==> config.mk <==
export PLATFORM = sky130hd
export DESIGN_NAME = stx_len_etx_frame_receiver_core
export DESIGN_NICKNAME = d
export VERILOG_FILES = /design/src/rtl/core/stxfr_pkg.sv /design/src/rtl/core/stxfr_ram.sv /design/src/rtl/core/stxfr_ctrl.sv /design/src/rtl/core/stxfr_dp.sv /design/src/rtl/core/stx_len_etx_frame_receiver_core.sv
export SDC_FILE = /design/constraint.sdc
export NUM_CORES = 1
export LEC_CHECK = 0
export BUFFER_PORTS_ARGS = -buffer_cell sky130_fd_sc_hd__buf_4
export CAP_MARGIN = 20
export CORE_MARGIN = 2
export CORE_UTILIZATION = 45
export CTS_CLUSTER_DIAMETER = 80
export DETAILED_ROUTE_END_ITERATION = 6
export RECOVER_POWER = 50
export SLEW_MARGIN = 40
export SYNTH_ARGS = -nofsm -noshare
export SYNTH_HDL_FRONTEND = slang
export SYNTH_SLANG_ARGS = --single-unit
==> constraint.sdc <==
create_clock -name clk -period 4.3 [get_ports clk]
set_clock_uncertainty 0.2 [all_clocks]
set_input_delay 0.215 -clock clk [delete_from_list [all_inputs] [get_ports clk]]
set_output_delay 0.215 -clock clk [all_outputs]
set_load 0.01 [all_outputs]
==> src/rtl/core/stxfr_pkg.sv <==
`default_nettype none

package stxfr_pkg;

  localparam int PAYLOAD_CAPACITY_DEF = 62;
  localparam int IDX_W = 6;
  localparam int TICK_W = 17;
  localparam int CFG_W = 16;
  localparam int CFG_IDX_W = 2;

  localparam logic [CFG_IDX_W-1:0] CFG_START_CODE = 2'd0;
  localparam logic [CFG_IDX_W-1:0] CFG_END_CODE = 2'd1;
  localparam logic [CFG_IDX_W-1:0] CFG_TIMEOUT_TICKS = 2'd2;
  localparam logic [CFG_IDX_W-1:0] CFG_NAK_ENABLE = 2'd3;

  localparam logic [7:0] START_CODE_RST = 8'd2;
  localparam logic [7:0] END_CODE_RST = 8'd3;
  localparam logic [15:0] TIMEOUT_TICKS_RST = 16'd1000;
  localparam logic NAK_ENABLE_RST = 1'b1;

  localparam logic [1:0] KIND_NAK = 2'd1;
  localparam logic [1:0] KIND_FRAME = 2'd2;

  typedef enum logic [2:0] {
    ST_IDLE,
    ST_CMD,
    ST_LEN,
    ST_DATA,
    ST_END,
    ST_RD,
    ST_OUT
  } state_t;

  typedef struct packed {
    logic       op;
    logic [7:0] rx_byte;
  } in_item_t;

  typedef struct packed {
    logic [1:0]       kind;
    logic [7:0]       command;
    logic [7:0]       length;
    logic [IDX_W-1:0] byte_index;
    logic [7:0]       payload_byte;
    logic             payload_valid;
    logic             last;
  } out_item_t;

  typedef struct packed {
    logic take;
    logic ticks_inc;
    logic ticks_clr;
    logic ld_cmd;
    logic ld_len;
    logic wr_byte;
    logic fill_clr;
    logic fill_inc;
    logic rd_en;
    logic ld_nak;
    logic ld_empty;
    logic ld_item;
  } ctl_cmd_t;

  typedef struct packed {
    logic op;
    logic byte_is_start;
    logic byte_is_end;
    logic byte_zero;
    logic len_zero;
    logic fill_full;
    logic fill_done;
    logic tick_over;
    logic item_last;
    logic nak_en;
    logic out_free;
  } dp_sts_t;

endpackage

`default_nettype wire

==> src/rtl/core/stxfr_ram.sv <==
`default_nettype none

module stxfr_ram #(
  parameter int WIDTH = 8,
  parameter int DEPTH = 62,
  localparam int AW = (DEPTH > 1) ? $clog2(DEPTH) : 1
) (
  input  wire logic             clk,
  input  wire logic             wr_en,
  input  wire logic [AW-1:0]    wr_addr,
  input  wire logic [WIDTH-1:0] wr_data,
  input  wire logic             rd_en,
  input  wire logic [AW-1:0]    rd_addr,
  output logic      [WIDTH-1:0] rd_data
);

  logic [WIDTH-1:0] mem_r [DEPTH];
  logic [WIDTH-1:0] rd_data_r;

  always_ff @(posedge clk) begin
    if (wr_en) begin
      mem_r[wr_addr] <= wr_data;
    end
    if (rd_en) begin
      rd_data_r <= mem_r[rd_addr];
    end
  end

  assign rd_data = rd_data_r;

endmodule

`default_nettype wire

==> src/rtl/core/stxfr_ctrl.sv <==
`default_nettype none

module stxfr_ctrl
  import stxfr_pkg::*;
(
  input  wire logic     clk,
  input  wire logic     rst_n,
  input  wire logic     in_valid,
  output logic          in_stall,
  input  wire dp_sts_t  sts,
  output ctl_cmd_t      cmd
);

  state_t state_r;
  state_t state_nxt;
  logic   hold;
  logic   drop;

  always_ff @(posedge clk) begin
    if (!rst_n) begin
      state_r <= ST_IDLE;
    end else begin
      state_r <= state_nxt;
    end
  end

  // next state
  always_comb begin
    state_nxt = state_r;
    case (state_r)
      ST_IDLE: begin
        if (cmd.take && !sts.op && sts.byte_is_start) begin
          state_nxt = ST_CMD;
        end
      end
      ST_CMD, ST_LEN, ST_DATA, ST_END: begin
        if (cmd.take) begin
          if (sts.op) begin
            if (sts.tick_over) begin
              state_nxt = ST_IDLE;
            end
          end else begin
            case (state_r)
              ST_CMD: state_nxt = ST_LEN;
              ST_LEN: state_nxt = sts.byte_zero ? ST_END : ST_DATA;
              ST_DATA: begin
                if (sts.fill_full) begin
                  state_nxt = ST_IDLE;
                end else if (sts.fill_done) begin
                  state_nxt = ST_END;
                end
              end
              ST_END: begin
                if (sts.byte_is_end && !sts.len_zero) begin
                  state_nxt = ST_RD;
                end else begin
                  state_nxt = ST_IDLE;
                end
              end
              default: state_nxt = ST_IDLE;
            endcase
          end
        end
      end
      ST_RD: state_nxt = ST_OUT;
      ST_OUT: begin
        if (sts.out_free) begin
          state_nxt = sts.item_last ? ST_IDLE : ST_RD;
        end
      end
      default: state_nxt = ST_IDLE;
    endcase
  end

  // outputs
  always_comb begin
    cmd = '0;
    drop = 1'b0;
    hold = (state_r inside {ST_RD, ST_OUT}) || !sts.out_free;
    cmd.take = in_valid && !hold;
    if (cmd.take) begin
      if (sts.op) begin
        cmd.ticks_inc = 1'b1;
        if (state_r != ST_IDLE && sts.tick_over) begin
          drop = 1'b1;
        end
      end else begin
        cmd.ticks_clr = 1'b1;
        case (state_r)
          ST_IDLE: begin
            if (!sts.byte_is_start) begin
              drop = 1'b1;
            end
          end
          ST_CMD: cmd.ld_cmd = 1'b1;
          ST_LEN: begin
            cmd.ld_len = 1'b1;
            cmd.fill_clr = 1'b1;
          end
          ST_DATA: begin
            cmd.wr_byte = 1'b1;
            cmd.fill_inc = 1'b1;
            if (sts.fill_full) begin
              drop = 1'b1;
            end
          end
          ST_END: begin
            if (sts.byte_is_end) begin
              if (sts.len_zero) begin
                cmd.ld_empty = 1'b1;
              end else begin
                cmd.fill_clr = 1'b1;
              end
            end else begin
              drop = 1'b1;
            end
          end
          default: drop = 1'b0;
        endcase
      end
    end
    if (state_r == ST_RD) begin
      cmd.rd_en = 1'b1;
    end
    if (state_r == ST_OUT && sts.out_free) begin
      cmd.ld_item = 1'b1;
      cmd.fill_inc = 1'b1;
    end
    cmd.ld_nak = drop && sts.nak_en;
  end

  assign in_stall = hold;

endmodule

`default_nettype wire

==> src/rtl/core/stxfr_dp.sv <==
`default_nettype none

module stxfr_dp
  import stxfr_pkg::*;
#(
  parameter int PAYLOAD_CAPACITY = PAYLOAD_CAPACITY_DEF
) (
  input  wire logic                 clk,
  input  wire logic                 rst_n,
  input  wire logic                 cfg_we,
  input  wire logic [CFG_IDX_W-1:0] cfg_index,
  input  wire logic [CFG_W-1:0]     cfg_data,
  input  wire in_item_t             in_data,
  input  wire ctl_cmd_t             cmd,
  output dp_sts_t                   sts,
  output logic                      out_valid,
  output out_item_t                 out_data,
  input  wire logic                 out_stall
);

  localparam int AW = (PAYLOAD_CAPACITY > 1) ? $clog2(PAYLOAD_CAPACITY) : 1;
  localparam logic [IDX_W:0] CAP_L = (IDX_W + 1)'(PAYLOAD_CAPACITY);

  logic [7:0]        start_code_r;
  logic [7:0]        end_code_r;
  logic [15:0]       timeout_ticks_r;
  logic              nak_enable_r;
  logic [7:0]        command_r;
  logic [7:0]        length_r;
  logic [IDX_W-1:0]  fill_r;
  logic [TICK_W-1:0] idle_ticks_r;
  logic [TICK_W-1:0] idle_ticks_nxt;
  logic              out_valid_r;
  logic              out_valid_nxt;
  out_item_t         out_data_r;
  out_item_t         out_data_nxt;

  logic [IDX_W:0]    fill_p1;
  logic [TICK_W-1:0] ticks_inc;
  logic [7:0]        rd_byte;

  stxfr_ram #(
    .WIDTH (8),
    .DEPTH (PAYLOAD_CAPACITY)
  ) u_store (
    .clk     (clk),
    .wr_en   (cmd.wr_byte),
    .wr_addr (fill_r[AW-1:0]),
    .wr_data (in_data.rx_byte),
    .rd_en   (cmd.rd_en),
    .rd_addr (fill_r[AW-1:0]),
    .rd_data (rd_byte)
  );

  always_ff @(posedge clk) begin
    if (!rst_n) begin
      start_code_r    <= START_CODE_RST;
      end_code_r      <= END_CODE_RST;
      timeout_ticks_r <= TIMEOUT_TICKS_RST;
      nak_enable_r    <= NAK_ENABLE_RST;
    end else if (cfg_we) begin
      case (cfg_index)
        CFG_START_CODE:    start_code_r <= cfg_data[7:0];
        CFG_END_CODE:      end_code_r <= cfg_data[7:0];
        CFG_TIMEOUT_TICKS: timeout_ticks_r <= cfg_data[15:0];
        CFG_NAK_ENABLE:    nak_enable_r <= cfg_data[0];
        default:           nak_enable_r <= nak_enable_r;
      endcase
    end
  end

  assign fill_p1 = {1'b0, fill_r} + (IDX_W + 1)'(1);
  assign ticks_inc = (idle_ticks_r == '1) ? idle_ticks_r : idle_ticks_r + TICK_W'(1);

  always_comb begin
    idle_ticks_nxt = idle_ticks_r;
    if (cmd.ticks_clr) begin
      idle_ticks_nxt = '0;
    end else if (cmd.ticks_inc) begin
      idle_ticks_nxt = ticks_inc;
    end
  end

  always_ff @(posedge clk) begin
    if (!rst_n) begin
      command_r    <= '0;
      length_r     <= '0;
      fill_r       <= '0;
      idle_ticks_r <= '0;
    end else begin
      idle_ticks_r <= idle_ticks_nxt;
      if (cmd.ld_cmd) begin
        command_r <= in_data.rx_byte;
      end
      if (cmd.ld_len) begin
        length_r <= in_data.rx_byte;
      end
      if (cmd.fill_clr) begin
        fill_r <= '0;
      end else if (cmd.fill_inc) begin
        fill_r <= fill_p1[IDX_W-1:0];
      end
    end
  end

  // output register
  always_comb begin
    out_data_nxt = out_data_r;
    if (cmd.ld_nak) begin
      out_data_nxt = '0;
      out_data_nxt.kind = KIND_NAK;
    end else if (cmd.ld_empty) begin
      out_data_nxt = '0;
      out_data_nxt.kind = KIND_FRAME;
      out_data_nxt.command = command_r;
      out_data_nxt.length = length_r;
      out_data_nxt.last = 1'b1;
    end else if (cmd.ld_item) begin
      out_data_nxt.kind = KIND_FRAME;
      out_data_nxt.command = command_r;
      out_data_nxt.length = length_r;
      out_data_nxt.byte_index = fill_r;
      out_data_nxt.payload_byte = rd_byte;
      out_data_nxt.payload_valid = 1'b1;
      out_data_nxt.last = sts.item_last;
    end
    out_valid_nxt = cmd.ld_nak || cmd.ld_empty || cmd.ld_item || (out_valid_r && out_stall);
  end

  always_ff @(posedge clk) begin
    if (!rst_n) begin
      out_valid_r <= 1'b0;
    end else begin
      out_valid_r <= out_valid_nxt;
    end
  end

  always_ff @(posedge clk) begin
    out_data_r <= out_data_nxt;
  end

  always_comb begin
    sts.op = in_data.op;
    sts.byte_is_start = (in_data.rx_byte == start_code_r);
    sts.byte_is_end = (in_data.rx_byte == end_code_r);
    sts.byte_zero = (in_data.rx_byte == 8'd0);
    sts.len_zero = (length_r == 8'd0);
    sts.fill_full = (fill_p1 >= CAP_L);
    sts.fill_done = ({1'b0, fill_p1} >= length_r);
    sts.tick_over = (ticks_inc > {1'b0, timeout_ticks_r});
    sts.item_last = ({1'b0, fill_p1} == length_r);
    sts.nak_en = nak_enable_r;
    sts.out_free = !out_valid_r || !out_stall;
  end

  assign out_valid = out_valid_r;
  assign out_data = out_data_r;

endmodule

`default_nettype wire

==> src/rtl/core/stx_len_etx_frame_receiver_core.sv <==
// stx/len/etx frame receiver
// in channel (in_valid, in_stall, in_data): one received byte or one timer tick
// per transaction; a byte or tick is taken whenever in_valid is high and in_stall is low
// out channel (out_valid, out_stall, out_data): nak reports and frame items,
// held in one output register; a nak or empty-frame result is valid the cycle
// after the transaction that causes it, the first item of a frame with payload
// follows its end byte via states ST_RD (store read) and ST_OUT (output load)
// on a good end byte the frame walks the payload store byte by byte
// (registered store read, then output register load); in_stall is high
// for the whole walk; an empty frame gives its single result with no walk
// while out_valid is high and out_stall is high, the output holds and in_stall
// is high too, since the output register is full
// cfg port: cfg_we writes cfg_data into register cfg_index; the user must
// write only while idle, the block itself does not enforce it
// reset (rst_n low, synchronous): registers back to defaults, parser idle,
// output register empty; the payload store is not cleared, as only bytes
// written in the current frame are read
`default_nettype none

module stx_len_etx_frame_receiver_core
  import stxfr_pkg::*;
#(
  parameter int PAYLOAD_CAPACITY = PAYLOAD_CAPACITY_DEF
) (
  input  wire logic                 clk,
  input  wire logic                 rst_n,
  input  wire logic                 cfg_we,
  input  wire logic [CFG_IDX_W-1:0] cfg_index,
  input  wire logic [CFG_W-1:0]     cfg_data,
  input  wire logic                 in_valid,
  output logic                      in_stall,
  input  wire in_item_t             in_data,
  output logic                      out_valid,
  input  wire logic                 out_stall,
  output out_item_t                 out_data
);

  ctl_cmd_t cmd;
  dp_sts_t  sts;

  stxfr_ctrl u_ctrl (
    .clk      (clk),
    .rst_n    (rst_n),
    .in_valid (in_valid),
    .in_stall (in_stall),
    .sts      (sts),
    .cmd      (cmd)
  );

  stxfr_dp #(
    .PAYLOAD_CAPACITY (PAYLOAD_CAPACITY)
  ) u_dp (
    .clk       (clk),
    .rst_n     (rst_n),
    .cfg_we    (cfg_we),
    .cfg_index (cfg_index),
    .cfg_data  (cfg_data),
    .in_data   (in_data),
    .cmd       (cmd),
    .sts       (sts),
    .out_valid (out_valid),
    .out_data  (out_data),
    .out_stall (out_stall)
  );

`ifndef NO_ASSERTIONS
  a_kind_known: assert property (@(posedge clk) disable iff (!rst_n)
    out_valid |-> (out_data.kind == KIND_NAK || out_data.kind == KIND_FRAME))
    else $error("result of unknown kind");

  a_nak_clean: assert property (@(posedge clk) disable iff (!rst_n)
    (out_valid && out_data.kind == KIND_NAK) |->
      (out_data.command == 8'd0 && out_data.length == 8'd0 &&
       !out_data.payload_valid && !out_data.last))
    else $error("nak carries frame data");

  a_index_in_frame: assert property (@(posedge clk) disable iff (!rst_n)
    (out_valid && out_data.kind == KIND_FRAME && out_data.payload_valid) |->
      ({2'b00, out_data.byte_index} < out_data.length))
    else $error("payload index beyond frame length");

  a_single_load: assert property (@(posedge clk) disable iff (!rst_n)
    $countones({cmd.ld_nak, cmd.ld_empty, cmd.ld_item}) <= 1)
    else $error("two result loads in one cycle");
`endif

endmodule

`default_nettype wire
==> impl_metrics.tcl <==
set metrics [dict create \
    outcome "finished, violations left" \
    violations "max-capacitance violations, max-slew violations" \
    cp_data_required_time_ns 4.60 \
    ys.flop_type "edfxtp_1" \
    core-area_um2 56200 \
    worst_pin_slew_ns 3.34 \
    instances_no_fill 2773 \
    relSlewSlack_pct -123 \
    end_kind "register" \
    fp.dieW_um 242 \
    powerDensity_nw_per_um2 406 \
    syn_to_final_growth_pct 16.8 \
    h-tree-depth 3 \
    antenna_found_initial 1 \
    clock_latency_ns 0.60 \
    slew_viol_final 329 \
    multi_input_area_um2 7510 \
    drt_iter0_drc 1767 \
    cts_resized 0 \
    finalSetupTns_ns 0 \
    fin_crit_sh_pct 91.5 \
    synthMuxAreaShare_pct 8.89 \
    place_congestion 0.890 \
    synth_compound_area_share_pct 10.5 \
    first_pass_iters 6 \
    yosysSeqAreaShare_pct 68.2 \
    async_flop_share_pct 0 \
    hold_path.class "input pin to register" \
    cts.sinks 614 \
    grt.overflow.total 0 \
    synth_top_family_by_area "compound AO/OA/AOI/OAI gates" \
    placed_cells 2600 \
    fp.dieH_um 242 \
    via_count 16688 \
    die_area_um2 58400 \
    ys_seq_elements 614 \
    viasPerCell 6.02 \
    yosys.area_share.simple_pct 7.15 \
    ys_types 76 \
    leakagePower_uw 0.00972 \
    synth_warnings 0 \
    worst_ep_arrival_time_ns 4.23 \
    drc 0 \
    wl_per_cell_um 26.3 \
    seqCellArea_um2 17300 \
    fill_cells 4830 \
    rsz0062_at_grt "false" \
    ioPinCount 68 \
    wl_um 72900 \
    start_util_pct 45.3 \
    rows 87 \
    syn_inst 1772 \
    numPortBuffers 67 \
    clk_path_buf_depth 3 \
    hpwl_um 46200 \
    synth_area_per_cell_um2 14.3 \
    syn_nets 1830 \
    grt_pass1_wl_um 109000 \
    ant_nets 0 \
    fmax_mhz 254 \
    cts_root_buf "clkbuf_16" \
    maxCapViolations 8 \
    cts_tree "built" \
    crit_fanout 35 \
    clk_pin_slew_ns 0.06 \
    peakVddDrop_mv 0.303 \
    worst_slack_ns 0.367 \
    drive_gt1_share_pct 16.9 \
    layout_common_cells "edfxtp_1, nor2_1, buf_4" \
    yosys.area_share.adder_pct 1.28 \
    pre_cts_slack_ns 0.427 \
    setup_viol 0 \
    track_usage_pct 24.9 \
    grt_pass1_vias 16751 \
    cts_buffers 66 \
    path_class "register to register" \
    start_kind "register" \
    finalHoldViolations 0 \
    finalCriticalPeriod_ns 3.93 \
    n_antenna_cell 0 \
    synth_edf_count 504 \
    finalNetCount 2022 \
    yosys.area_share.xor_xnor_pct 1.38 \
    final_common_cell "edfxtp_1" \
    syn_area_um2 25400 \
    grt_start_max_net_pins 66 \
    cts_setup_buffers 0 \
]
worst paths after layout:
path,start,endpoint,slack (ns),depth (start not counted)
max reg2reg,u_dp.idle_ticks_r[0],u_dp.out_data[32],0.37,14
min reg2reg,u_dp.timeout_ticks_r[11],u_dp.timeout_ticks_r[11],0.26,2
min,in_valid,u_ctrl.state_r[2],0.11,6
max,u_dp.idle_ticks_r[0],u_dp.out_data[32],0.37,14
layer usage:
| layer | global-route usage (%) | wire length (um) |
|---|---|---|
| met5 | 0 | 0 |
| met4 | 9.82 | 2570 |
| met3 | 4.20 | 6210 |
| met2 | 39.0 | 33400 |
| met1 | 34.8 | 30600 |
cells in the mapped netlist (12+ instances only):
cell type / instances / share of area, %
mux2_2: 48 / 2.1
dfxtp_1: 110 / 8.7
o221ai_1: 13 / 0.45
clkbuf_1: 50 / 0.74
nand2_1: 109 / 1.6
inv_1: 30 / 0.44
xnor2_1: 26 / 0.90
nand2b_1: 12 / 0.30
a21oi_1: 87 / 1.7
buf_2: 40 / 0.79
buf_1: 13 / 0.19
ha_1: 26 / 1.3
o21ai_0: 38 / 0.75
a221oi_1: 59 / 2.0
nor2_1: 161 / 2.4
o211ai_1: 21 / 0.62
edfxtp_1: 504 / 60
nand4_1: 16 / 0.39
xor2_1: 14 / 0.48
mux4_2: 32 / 2.8
a22oi_1: 41 / 1.2
nor3_1: 15 / 0.30
nand3_1: 21 / 0.41
mux2i_1: 95 / 3.7
metrics by stage:
stage | utilization (%) | instance area (um2) | power, uW | hold slack [ns]
CTS | 53.1 | 29800 | 12100 | 0.0753
detailed placement | 48.6 | 27300 | 6810 | 0.251
global route | 52.8 | 29700 | 12400 | 0.138
floorplan | - | 25400 | 6650 | 0.114
finish | 52.8 | 29700 | 12100 | 0.111
global placement | 48.6 | 27300 | 6810 | 0.242
cells by family after synthesis:
group                      count (synthesis)
muxes                                    179
buffers and inverters                    145
xor gates and xnor gates                  40
AOI/OAI and AO/OA                        370
DFF                                      614
and+or+nand+nor                          398
adders and majority gates                 26
critical path, cell delays in order (launching register included):
cell,delay (ns)
dfxtp_1,0.36
ha_1,0.25
and2_1,0.24
and4_1,0.28
a211oi_2,0.40
nand3_1,0.16
xnor2_1,0.17
ha_1,0.27
nand4_1,0.15
nor3_1,0.29
o2bb2ai_1,0.16
nand2_1,0.09
a32o_1,0.27
buf_4,0.25
a22o_1,0.27
final cells by class:
type / count / area share (%)
timing repair buffer: 238 / 5.83
tap: 756 / 3.19
sequential: 614 / 58.4
clock inverter: 33 / 0.721
clock buffer: 88 / 6.12
inverter: 31 / 0.392
multi-input combinational: 1013 / 25.3
sequential cells by signal, summed over array words and instances, names as in the netlist, 8 cells and up:
name / cells
u_dp.u_store.mem_r: 496
u_dp.out_data: 34
u_dp.idle_ticks_r: 17
u_dp.timeout_ticks_r: 16
u_dp.command_r: 8
u_dp.end_code_r: 8
u_dp.length_r: 8
u_dp.start_code_r: 8
u_dp.u_store.rd_data: 8
what timing repair did:
action	CTS	global route
hold endpoints to repair	161	0
hold buffers	52	0
setup endpoints to repair	0	0
power by group:
| group | internal (uW) | total [uW] | switching [uW] |
|---|---|---|---|
| clock network | 3050 | 5350 | 2300 |
| registers | 6440 | 6450 | 7.69 |
| logic | 79.3 | 273 | 193 |
| total | 9570 | 12100 | 2500 |
(Power assumes the default switching activity.)
